### src/rtl/core/jsu_pkg.sv
// ----------------------------------------------------------------------------
// jsu_pkg
// Shared types, codes and helpers for the JSON string unescape core.
// ----------------------------------------------------------------------------
package jsu_pkg;

    // Decoder phase.
    typedef enum logic [3:0] {
        PH_IDLE = 4'd0,
        PH_BODY = 4'd1,
        PH_ESC  = 4'd2,
        PH_HEX1 = 4'd3,
        PH_BSL  = 4'd4,
        PH_LOWU = 4'd5,
        PH_HEX2 = 4'd6
    } t_phase;

    // Result kind.
    typedef enum logic [1:0] {
        K_BYTE = 2'd0,
        K_DONE = 2'd1,
        K_ERR  = 2'd2
    } t_kind;

    // Error codes.
    typedef enum logic [3:0] {
        E_NO_QUOTE     = 4'd0,
        E_CTRL_CHAR    = 4'd1,
        E_SHORT_ESC    = 4'd2,
        E_UNKNOWN_ESC  = 4'd3,
        E_SHORT_UNI    = 4'd4,
        E_BAD_HEX      = 4'd5,
        E_NO_LOW       = 4'd6,
        E_BAD_LOW      = 4'd7,
        E_LONE_LOW     = 4'd8,
        E_UNTERMINATED = 4'd9
    } t_err;

    localparam int MAX_RESULTS = 4;

    // Characters of interest.
    localparam logic [7:0] CH_QUOTE = 8'h22;
    localparam logic [7:0] CH_BSL   = 8'h5C;
    localparam logic [7:0] CH_SLASH = 8'h2F;
    localparam logic [7:0] CH_SPACE = 8'h20;
    localparam logic [7:0] CH_LB    = 8'h62;
    localparam logic [7:0] CH_LF    = 8'h66;
    localparam logic [7:0] CH_LN    = 8'h6E;
    localparam logic [7:0] CH_LR    = 8'h72;
    localparam logic [7:0] CH_LT    = 8'h74;
    localparam logic [7:0] CH_LU    = 8'h75;

    // Input transaction.
    typedef struct packed {
        logic [7:0] in_byte;
        logic       in_end;
    } t_in;

    // Output transaction.
    typedef struct packed {
        t_kind      out_kind;
        logic [7:0] out_byte;
        t_err       error_code;
        logic       last;
    } t_out;

    // All results caused by one input, first byte in bytes[0].
    typedef struct packed {
        logic [2:0]                    count;
        t_kind                         kind;
        t_err                          err;
        logic [MAX_RESULTS-1:0][7:0]   bytes;
    } t_burst;

    function automatic t_burst f_burst_none();
        t_burst r;
        r.count = 3'd0;
        r.kind  = K_BYTE;
        r.err   = E_NO_QUOTE;
        r.bytes = '0;
        return r;
    endfunction

    function automatic t_burst f_burst_byte(logic [7:0] b);
        t_burst r;
        r          = f_burst_none();
        r.count    = 3'd1;
        r.bytes[0] = b;
        return r;
    endfunction

    function automatic t_burst f_burst_done();
        t_burst r;
        r       = f_burst_none();
        r.count = 3'd1;
        r.kind  = K_DONE;
        return r;
    endfunction

    function automatic t_burst f_burst_err(t_err e);
        t_burst r;
        r       = f_burst_none();
        r.count = 3'd1;
        r.kind  = K_ERR;
        r.err   = e;
        return r;
    endfunction

    // UTF-8 encode of a code point up to 21 bits.
    function automatic t_burst f_utf8(logic [20:0] cp);
        t_burst r;
        r = f_burst_none();
        if (cp <= 21'h7F) begin
            r.count    = 3'd1;
            r.bytes[0] = cp[7:0];
        end else if (cp <= 21'h7FF) begin
            r.count    = 3'd2;
            r.bytes[0] = {3'b110, cp[10:6]};
            r.bytes[1] = {2'b10, cp[5:0]};
        end else if (cp <= 21'hFFFF) begin
            r.count    = 3'd3;
            r.bytes[0] = {4'b1110, cp[15:12]};
            r.bytes[1] = {2'b10, cp[11:6]};
            r.bytes[2] = {2'b10, cp[5:0]};
        end else begin
            r.count    = 3'd4;
            r.bytes[0] = {5'b11110, cp[20:18]};
            r.bytes[1] = {2'b10, cp[17:12]};
            r.bytes[2] = {2'b10, cp[11:6]};
            r.bytes[3] = {2'b10, cp[5:0]};
        end
        return r;
    endfunction

endpackage

### src/rtl/core/json_string_unescape_core.sv
// ----------------------------------------------------------------------------
// json_string_unescape_core
// Decodes a JSON string token byte by byte into raw UTF-8 bytes, a done mark
// or a single error code.
// ----------------------------------------------------------------------------
//  channel | dir | handshake               | payload
//  --------+-----+-------------------------+---------------------------------
//  in      | in  | i_in_valid / o_in_stall | i_in_item  (in_byte, in_end)
//  out     | out | o_out_valid / i_out_stall | o_out_item (kind, byte, err, last)
//
//  One input byte per cycle while o_in_stall is low. The decoder state machine
//  works on the byte at the port and writes its whole burst (0 to 4 results)
//  into the result register in the same cycle; results leave in order, and a
//  \uXXXX giving 2 to 4 UTF-8 bytes holds the input until the last is taken.
//  Reset (synchronous, active low) returns to idle awaiting the quote and
//  empties the result register.
//  o_in_stall is high while a burst is pending and its last result is not
//  being taken in this cycle; inputs that produce no result still need a free
//  result register.
// ----------------------------------------------------------------------------
module json_string_unescape_core (
    input  logic          i_clk,
    input  logic          i_rst_n,
    input  logic          i_in_valid,
    output logic          o_in_stall,
    input  jsu_pkg::t_in  i_in_item,
    output logic          o_out_valid,
    input  logic          i_out_stall,
    output jsu_pkg::t_out o_out_item
);
    import jsu_pkg::*;

    t_burst burst;      // results caused by the byte at the port
    logic   free;       // result register empty, or emptied this cycle
    logic   in_take;    // input transaction completes

    assign o_in_stall = !free;
    assign in_take    = i_in_valid && free;

    // State machine: phase, hex accumulation, surrogate high half.
    jsu_decode u_decode (
        .i_clk   (i_clk),
        .i_rst_n (i_rst_n),
        .i_take  (in_take),
        .i_item  (i_in_item),
        .o_burst (burst)
    );

    // Result register and serializer.
    jsu_emit u_emit (
        .i_clk   (i_clk),
        .i_rst_n (i_rst_n),
        .i_load  (in_take),
        .i_burst (burst),
        .o_free  (free),
        .o_valid (o_out_valid),
        .i_stall (i_out_stall),
        .o_item  (o_out_item)
    );

    // Input is only held off by a pending burst.
    a_stall_needs_out: assert property (@(posedge i_clk) disable iff (!i_rst_n)
        o_in_stall |-> o_out_valid)
        else $error("input stalled with empty result register");

    // Done and error are always the final result of their byte.
    a_ctrl_is_last: assert property (@(posedge i_clk) disable iff (!i_rst_n)
        (o_out_valid && o_out_item.out_kind != K_BYTE) |-> o_out_item.last)
        else $error("done/error result not marked last");

    // A burst never stops short of its last result.
    a_burst_continues: assert property (@(posedge i_clk) disable iff (!i_rst_n)
        (o_out_valid && !i_out_stall && !o_out_item.last) |=> o_out_valid)
        else $error("burst dropped before its last result");

    // Kind code 3 is never produced.
    a_kind_range: assert property (@(posedge i_clk) disable iff (!i_rst_n)
        o_out_valid |-> (o_out_item.out_kind == K_BYTE || o_out_item.out_kind == K_DONE ||
                         o_out_item.out_kind == K_ERR))
        else $error("undefined result kind");

endmodule

### src/rtl/core/jsu_decode.sv
// ----------------------------------------------------------------------------
// jsu_decode
// Escape decoder state machine; turns one input byte into a result burst.
// ----------------------------------------------------------------------------
module jsu_decode (
    input  logic           i_clk,
    input  logic           i_rst_n,
    input  logic           i_take,
    input  jsu_pkg::t_in   i_item,
    output jsu_pkg::t_burst o_burst
);
    import jsu_pkg::*;

    t_phase      r_phase,     n_phase;
    logic [15:0] r_code_unit, n_code_unit;
    logic [9:0]  r_high_half, n_high_half;
    logic [1:0]  r_hex_count, n_hex_count;

    logic [7:0]  b;
    logic        fin;
    logic        hex_ok;
    logic [3:0]  hex_val;
    logic [15:0] cu_shift;
    logic        hi_sur;
    logic        lo_sur;
    logic        is_ws;
    logic [20:0] pair_cp;

    assign b   = i_item.in_byte;
    assign fin = i_item.in_end;

    always_comb begin
        hex_ok  = 1'b1;
        hex_val = 4'd0;
        if (b >= 8'h30 && b <= 8'h39) begin
            hex_val = b[3:0];
        end else if ((b >= 8'h61 && b <= 8'h66) || (b >= 8'h41 && b <= 8'h46)) begin
            hex_val = b[3:0] + 4'd9;
        end else begin
            hex_ok = 1'b0;
        end
    end

    assign cu_shift = {r_code_unit[11:0], hex_val};
    assign hi_sur   = (cu_shift[15:10] == 6'b110110);
    assign lo_sur   = (cu_shift[15:10] == 6'b110111);
    assign is_ws    = (b == CH_SPACE) || (b >= 8'h09 && b <= 8'h0D);
    assign pair_cp  = 21'h10000 + {1'b0, r_high_half, cu_shift[9:0]};

    // Next state.
    always_comb begin
        n_phase     = r_phase;
        n_code_unit = r_code_unit;
        n_high_half = r_high_half;
        n_hex_count = r_hex_count;
        case (r_phase)
            PH_BODY: begin
                if (fin || b == CH_QUOTE || b < CH_SPACE) begin
                    n_phase = PH_IDLE;
                end else if (b == CH_BSL) begin
                    n_phase = PH_ESC;
                end
            end
            PH_ESC: begin
                if (fin) begin
                    n_phase = PH_IDLE;
                end else if (b == CH_LU) begin
                    n_phase     = PH_HEX1;
                    n_code_unit = 16'd0;
                    n_hex_count = 2'd0;
                end else if (b == CH_QUOTE || b == CH_BSL || b == CH_SLASH || b == CH_LB ||
                             b == CH_LF || b == CH_LN || b == CH_LR || b == CH_LT) begin
                    n_phase = PH_BODY;
                end else begin
                    n_phase = PH_IDLE;
                end
            end
            PH_HEX1, PH_HEX2: begin
                if (fin || !hex_ok) begin
                    n_phase = PH_IDLE;
                end else begin
                    n_code_unit = cu_shift;
                    if (r_hex_count != 2'd3) begin
                        n_hex_count = r_hex_count + 2'd1;
                    end else begin
                        n_hex_count = 2'd0;
                        if (r_phase == PH_HEX1) begin
                            if (hi_sur) begin
                                n_high_half = cu_shift[9:0];
                                n_phase     = PH_BSL;
                            end else if (lo_sur) begin
                                n_phase = PH_IDLE;
                            end else begin
                                n_phase = PH_BODY;
                            end
                        end else begin
                            n_phase = lo_sur ? PH_BODY : PH_IDLE;
                        end
                    end
                end
            end
            PH_BSL: begin
                n_phase = (fin || b != CH_BSL) ? PH_IDLE : PH_LOWU;
            end
            PH_LOWU: begin
                if (fin || b != CH_LU) begin
                    n_phase = PH_IDLE;
                end else begin
                    n_phase     = PH_HEX2;
                    n_code_unit = 16'd0;
                    n_hex_count = 2'd0;
                end
            end
            default: begin
                n_phase = (!fin && b == CH_QUOTE) ? PH_BODY : PH_IDLE;
            end
        endcase
    end

    // Results for the current byte.
    always_comb begin
        o_burst = f_burst_none();
        case (r_phase)
            PH_BODY: begin
                if (fin) begin
                    o_burst = f_burst_err(E_UNTERMINATED);
                end else if (b == CH_QUOTE) begin
                    o_burst = f_burst_done();
                end else if (b < CH_SPACE) begin
                    o_burst = f_burst_err(E_CTRL_CHAR);
                end else if (b != CH_BSL) begin
                    o_burst = f_burst_byte(b);
                end
            end
            PH_ESC: begin
                if (fin) begin
                    o_burst = f_burst_err(E_SHORT_ESC);
                end else if (b == CH_QUOTE || b == CH_BSL || b == CH_SLASH) begin
                    o_burst = f_burst_byte(b);
                end else if (b == CH_LB) begin
                    o_burst = f_burst_byte(8'h08);
                end else if (b == CH_LF) begin
                    o_burst = f_burst_byte(8'h0C);
                end else if (b == CH_LN) begin
                    o_burst = f_burst_byte(8'h0A);
                end else if (b == CH_LR) begin
                    o_burst = f_burst_byte(8'h0D);
                end else if (b == CH_LT) begin
                    o_burst = f_burst_byte(8'h09);
                end else if (b != CH_LU) begin
                    o_burst = f_burst_err(E_UNKNOWN_ESC);
                end
            end
            PH_HEX1, PH_HEX2: begin
                if (fin) begin
                    o_burst = f_burst_err(E_SHORT_UNI);
                end else if (!hex_ok) begin
                    o_burst = f_burst_err(E_BAD_HEX);
                end else if (r_hex_count == 2'd3) begin
                    if (r_phase == PH_HEX1) begin
                        if (lo_sur) begin
                            o_burst = f_burst_err(E_LONE_LOW);
                        end else if (!hi_sur) begin
                            o_burst = f_utf8({5'd0, cu_shift});
                        end
                    end else if (!lo_sur) begin
                        o_burst = f_burst_err(E_BAD_LOW);
                    end else begin
                        o_burst = f_utf8(pair_cp);
                    end
                end
            end
            PH_BSL: begin
                if (fin || b != CH_BSL) begin
                    o_burst = f_burst_err(E_NO_LOW);
                end
            end
            PH_LOWU: begin
                if (fin || b != CH_LU) begin
                    o_burst = f_burst_err(E_NO_LOW);
                end
            end
            default: begin
                if (fin || (!is_ws && b != CH_QUOTE)) begin
                    o_burst = f_burst_err(E_NO_QUOTE);
                end
            end
        endcase
    end

    always_ff @(posedge i_clk) begin
        if (!i_rst_n) begin
            r_phase     <= PH_IDLE;
            r_code_unit <= 16'd0;
            r_high_half <= 10'd0;
            r_hex_count <= 2'd0;
        end else if (i_take) begin
            r_phase     <= n_phase;
            r_code_unit <= n_code_unit;
            r_high_half <= n_high_half;
            r_hex_count <= n_hex_count;
        end
    end

endmodule

### src/rtl/core/jsu_emit.sv
// ----------------------------------------------------------------------------
// jsu_emit
// Result register; holds one burst and hands it out one result per cycle while the output is not stalled.
// ----------------------------------------------------------------------------
module jsu_emit (
    input  logic            i_clk,
    input  logic            i_rst_n,
    input  logic            i_load,
    input  jsu_pkg::t_burst i_burst,
    output logic            o_free,
    output logic            o_valid,
    input  logic            i_stall,
    output jsu_pkg::t_out   o_item
);
    import jsu_pkg::*;

    t_burst     r_burst;
    logic [2:0] r_cnt;
    logic [1:0] r_idx;
    logic       take;
    logic       at_last;

    assign o_valid = (r_cnt != 3'd0);
    assign take    = o_valid && !i_stall;
    assign at_last = (({1'b0, r_idx} + 3'd1) == r_cnt);
    assign o_free  = !o_valid || (take && at_last);

    always_comb begin
        o_item.out_kind   = r_burst.kind;
        o_item.out_byte   = r_burst.bytes[r_idx];
        o_item.error_code = r_burst.err;
        o_item.last       = at_last;
    end

    always_ff @(posedge i_clk) begin
        if (!i_rst_n) begin
            r_cnt <= 3'd0;
            r_idx <= 2'd0;
        end else if (i_load && i_burst.count != 3'd0) begin
            r_cnt <= i_burst.count;
            r_idx <= 2'd0;
        end else if (take) begin
            if (at_last) begin
                r_cnt <= 3'd0;
            end else begin
                r_idx <= r_idx + 2'd1;
            end
        end
    end

    always_ff @(posedge i_clk) begin
        if (i_load) begin
            r_burst <= i_burst;
        end
    end

endmodule
### config.mk
export PLATFORM = sky130hd
export DESIGN_NAME = json_string_unescape_core
export DESIGN_NICKNAME = d
export VERILOG_FILES = /design/src/rtl/core/jsu_pkg.sv /design/src/rtl/core/json_string_unescape_core.sv /design/src/rtl/core/jsu_decode.sv /design/src/rtl/core/jsu_emit.sv
export SDC_FILE = /design/constraint.sdc
export NUM_CORES = 1
export LEC_CHECK = 0
export ABC_AREA = 1
export BUFFER_PORTS_ARGS = -buffer_cell sky130_fd_sc_hd__buf_2
export CAP_MARGIN = 20
export CORE_UTILIZATION = 42
export DETAILED_ROUTE_END_ITERATION = 8
export SLEW_MARGIN = 20
export SYNTH_ARGS = -nofsm -noshare
export SYNTH_HDL_FRONTEND = slang
export SYNTH_HIERARCHICAL = 1
export SYNTH_SLANG_ARGS = --single-unit
### constraint.sdc
create_clock -name i_clk -period 3.3 [get_ports i_clk]
set_input_delay 0.165 -clock i_clk [delete_from_list [all_inputs] [get_ports i_clk]]
set_output_delay 0.165 -clock i_clk [all_outputs]
set_load 0.005 [all_outputs]
# Word level (Yosys, flattened, before mapping)
# Index checks and enable logic that the tools add are counted.
[word_totals]
reg_bits = 71
out_inout_bits = 17
wordCells = 183
input_bits = 13
[op_classes]
bitwise = 4
n_reduce_logical = 44
n_eq_ne = 30
n_lt_le_gt_ge = 15
muxes = 73
n_addsub = 5
[op_table]
columns = ["cell", "n"]
rows = [
  ["$mux W41", 17],
  ["$pmux W41 S5", 1],
  ["$mux W39", 5],
  ["$eq A8 B7 Y1 const B", 7],
  ["$mux W12", 4],
  ["$mux W16", 3],
  ["$mux W4", 10],
  ["$mux W8", 5],
  ["$pmux W12 S3", 1],
  ["$mux W3", 9],
  ["$eq A8 B6 Y1 const B", 3],
  ["$mux W24", 1],
  ["$mux W22", 1],
  ["$add A17 B20 Y21 const A", 1],
  ["$le A21 B11 Y1 const B", 1],
  ["$le A21 B16 Y1 const B", 1],
  ["$le A21 B7 Y1 const B", 1],
  ["$pmux W4 S5", 1],
  ["$bmux W8 S2", 1],
  ["$ge A8 B7 Y1 const B", 2],
  ["$le A16 B11 Y1 const B", 1],
  ["$le A16 B7 Y1 const B", 1],
  ["$le A8 B7 Y1 const B", 2],
  ["$logic_or A1 B1 Y1", 16],
  ["34 further kinds", 76],
]

# Depth between registers and ports, before layout
[depth]
depth_word = 20
mapped_depth = 23

# By module
# Netlist, hierarchy kept.
[modules_own_cells]
columns = ["module", "seq_area_each_um2", "n_inst", "cells_per_inst", "area_each_um2"]
rows = [
  ["jsu_decode", 540.5, 1, 582, 3452.1],
  ["jsu_emit", 1241.2, 1, 137, 1729.2],
  ["json_string_unescape_core", 0.0, 1, 3, 11.3],
]

# Worst setup path before layout
# Ideal clock, no wire load.
[synth_timing]
path_type = "register to register"
startpoint = "register u_emit.r_idx[0]"
endpoint = "register u_decode.r_code_unit[0]"
synth_period_minus_slack_ns = 2.875
stages_incl_launch_ff = 15
path_buffers = 1
setup_slack_ns = 0.425
setup_time_ns = 0.128
arrival_time_ns = 2.748
path_cell_list = "dfxtp_1 ha_1 nand2_1 nand2_1 nor2_4 nand3_2 nand2_1 nand2_1 inv_1 inv_1 a21oi_1 nand2_1 clkbuf_1 a22oi_1 nor2_1"
[synth_between]
elab_chain_cells = 6
[synth_lines]
columns = ["item", "line", "rtl"]
rows = [
  ["start, declared", "jsu_emit.sv:19", "logic [1:0] r_idx;"],
  ["start signal, assigned", "jsu_emit.sv:46", "r_idx <= r_idx + 2'd1;"],
  ["$add A2 B1 Y3", "jsu_emit.sv:25", "assign at_last = (({1'b0, r_idx} + 3'd1) == r_cnt);"],
  ["$eq A3 B3 Y1", "jsu_emit.sv:25", ""],
  ["$logic_and A1 B1 Y1", "jsu_emit.sv:26", "assign o_free = !o_valid || (take && at_last);"],
  ["$logic_or A1 B1 Y1", "jsu_emit.sv:26", ""],
  ["via free", "json_string_unescape_core.sv:34", "logic free;"],
  ["$logic_and A1 B1 Y1", "json_string_unescape_core.sv:38", "assign in_take = i_in_valid && free;"],
  ["via in_take", "json_string_unescape_core.sv:35", "logic in_take;"],
  ["$reduce_and A6 Y1 (no source line)", "n/a", ""],
  ["end signal, assigned", "jsu_decode.sv:199", "r_code_unit <= n_code_unit;"],
  ["end, declared", "jsu_decode.sv:15", "logic [15:0] r_code_unit, n_code_unit;"],
]
# The timed path passes the listed nets, and every way through them passes these cells.
# A chain may end at the register's enable or synchronous reset.

==> results.yml <==
placement:
  io_buffers: 29
  post_dp_cell_area_sq_um: 5440
  routabilityCongestion: 0.937
  dp_hpwl_um: 12500
timing:
  finClkSkew_ps: 10.1
  fmax_ghz: 0.343
  final.setup.tns_ps: 0
  relSlewSlack_pct: 51.4
  layout_worst_path_cycle_share_pct: 88.4
  min_period_ps: 2920
  hold_viol: 0
  tightest_slew_ps: 724
  rsz0062_at_grt: "no"
  setup_viol: 0
  drv_slew: 0
power_and_ir_drop:
  swShare_pct: 26.5
  p_leak_nw: 2.44
  seqPwrFrac_pct: 43.9
  power_switching_mw: 0.590
  p_clk_share_pct: 44.8
  intPower_mw: 1.63
  worst_ir_drop_vdd_v: 0.000171
  pwr-share-comb_pct: 11.3
  power_density_nw_per_um2: 387
synthesis:
  syn_inst: 722
  synth_ff_type: "edfxtp_1"
  synth_edf_count: 38
  avgSynthCellArea_sq_um: 7.19
  ys_seq_elements: 70
  synth_warnings: 6
  synthTopCellsByArea: "edfxtp_1, dfxtp_1, nand2_1"
  synth_top_area_share_pct: 22.0
  synth_top_cell_by_area: "edfxtp_1"
  synth_area_sq_um: 5190
  synth_common_cells: "nand2_1, nor2_1, inv_1"
  seq_area_frac_synth_pct: 34.3
  synth_most_common_cell: "nand2_1"
  synth.distinct_cells: 52
  async_flop_share_pct: 0
routing:
  first_iter_violations: 511
  drtPass1Iterations: 7
  ant_nets: 0
  viasPerCell: 5.72
  via_count: 5135
  drt-total-wl_um: 16100
  drc_errors: 0
  wl_per_cell_um: 18.0
floorplanning:
  die_h_um: 113
  core_area_sq_um: 12000
  fp.dieArea_sq_um: 12800
  die_x_um: 113
  start_util_pct: 43.2
  row_count: 40
  io_pins: 30
global_route:
  grt_overflow: 0
  grt_max_degree: 42
  antenna_found_initial: 0
  first_global_vias: 4606
  grt_usage_pct: 25.9
  grt_pass1_wl_um: 25200
worst_setup_path:
  path_buf_inv: 3
  critPathLaunchType: "register"
  crit_chain: "ha_1 -> xnor2_1 -> nand4_1 -> inv_1 -> nand2_1 -> o21ai_4 -> nor2_4 -> inv_2 -> nand3_1 -> nand3_1 -> nand4_1 -> nand2_1 -> nand3_1 -> inv_1 -> nand3_1 -> a21oi_1"
  critical_path.max_stage_delay_ps: 530
  r2r-start: "u_decode/r_high_half[6]"
  crit_arrival_ps: 3190
  reg2reg_depth: 16
  crit_start: "u_decode/r_high_half[6]"
  crit_cells: 16
  crit_type: "register to register"
  r2r_slack_ps: 380
  r2r_end: "u_emit/r_cnt[2]"
  crit_required_ps: 3570
  cp_max_fo: 13
  cp_common_cell: "nand3_1"
  crit_family: "simple AND/OR/NAND/NOR gates"
  end_kind: "register"
  endpoint: "u_emit/r_cnt[2]"
  cp_slowest_cell: "dfxtp_1"
clock_network:
  cts_setup_buffers: 0
  clkLatencyLatePin_ps: 350
  ctsResizeCount: 0
  cts_root_buffer: "clkbuf_16"
  path_clk_slew_ps: 70
  cts.sink_count: 70
  cts_tree: "built"
  clk_path_buf_depth: 2
  cts_hold_buf: 0
  cts_buffers: 9
  htree_levels: 3
worst_hold_path:
  holdCritPathClass: "input pin to register"
layout:
  n_fill_cell: 1215
  area_growth_pct: 10.6
  final_nets: 770
  drive_gt1_share_pct: 16.1
  stdcell_area_sq_um: 5740
  n_antenna_cell: 0
job:
  timing.max_cap.violations: 0
outcome:
  status: "complete, no violations"
[cells by family after synthesis]
| logic type | after synthesis | synth area share (%) |
|---|---|---|
| compound gates | 158 | 18.2 |
| xor+xnor | 3 | 0.506 |
| fa+ha+maj | 11 | 2.65 |
| buf+inv | 128 | 10.9 |
| flops | 70 | 34.3 |
| other cells | 1 | 0.0722 |
| simple gates | 351 | 33.4 |
[routing by layer]
layer,up-vias,share of wire (%),track usage (%)
li1,2489,-,-
met2,233,44,40.0
met4,0,2.3,8.95
met5,-,0,0
met1,2390,44,36.4
met3,23,8.9,4.77
[state kept, by name, indices dropped and copies added (netlist names)]
signal                count
u_emit/r_burst           32
u_decode/r_code_unit     12
u_emit/r_cnt              3
u_emit/o_item             6
u_decode/r_phase          3
u_emit/r_idx              2
u_decode/r_hex_count      2
u_decode/r_high_half     10
[worst min-delay path by stage]
stage	start	to	slack [ps]	depth (start not counted)
6_report	i_in_item[5]	u_emit/r_burst[4]	200	3
4_1_cts	i_in_item[5]	u_emit/r_burst[4]	200	3
2_1_floorplan	i_rst_n	u_decode/r_high_half[2]	300	2
5_1_grt	i_in_item[5]	u_emit/r_burst[4]	220	3
3_5_place_dp	u_decode/r_phase[1]	u_decode/r_phase[1]	500	2
3_3_place_gp	u_decode/r_code_unit[7]	u_decode/r_code_unit[11]	480	2
[cells in the final DEF, fill, tap and decap left out, types with 9 or more instances in the layout]
cell type / netlist / final
nor2_1: 92 / 92
o21ai_0: 52 / 52
nand2_1: 130 / 130
nand2_2: 12 / 12
nand4_1: 20 / 20
nor3_1: 19 / 19
buf_4: 12 / 15
a21oi_1: 52 / 52
clkbuf_16: 0 / 9
ha_1: 11 / 11
dfxtp_1: 32 / 32
inv_1: 85 / 85
nand3_1: 40 / 40
buf_2: 8 / 29
edfxtp_1: 38 / 38
[cell type report]
class | instances | area [sq um] | share of cell area, %
inverters | 95 | 362 | 6.29
multi-input cells | 526 | 2850 | 49.7
flip-flops and latches | 70 | 1780 | 31.0
repair buffers | 44 | 258 | 4.49
well taps | 147 | 184 | 3.20
clock inverters | 7 | 80.1 | 1.39
clock buffers | 9 | 225 | 3.92
[per-stage QoR]
| stage | total power, mW | utilization [%] | instances | hold slack, ps | setup slack (ps) |
|---|---|---|---|---|---|
| detailed placement | 1.24 | 45.3 | 882 | 501 | 207 |
| global placement | 1.24 | 45.3 | 882 | 484 | 346 |
| floorplan | 1.16 | - | 724 | 303 | 425 |
| global route | 2.31 | 47.8 | 898 | 220 | 51.6 |
| finish | 2.22 | 47.8 | 898 | 204 | 383 |
| CTS | 2.24 | 47.8 | 898 | 198 | 386 |
[power by group through the flow]
stage                     registers, mW  logic [mW]  clock network, mW
final                             0.977       0.251              0.997
after global routing              0.981       0.278               1.05
after floorplan                   0.990       0.172                  0
after global placement            0.995       0.248                  0
after CTS                         0.978       0.248               1.02
after detailed placement          0.996       0.248                  0
[worst reg2reg max path, cell delays in order (launching register included)]
cell and delay [ps]:
dfxtp_1 530, ha_1 250, xnor2_1 190, nand4_1 240
inv_1 130, nand2_1 110, o21ai_4 430, nor2_4 90
inv_2 100, nand3_1 80, nand3_1 90, nand4_1 80
nand2_1 100, nand3_1 100, inv_1 100, nand3_1 80
a21oi_1 130
(Power assumes the default switching activity.)
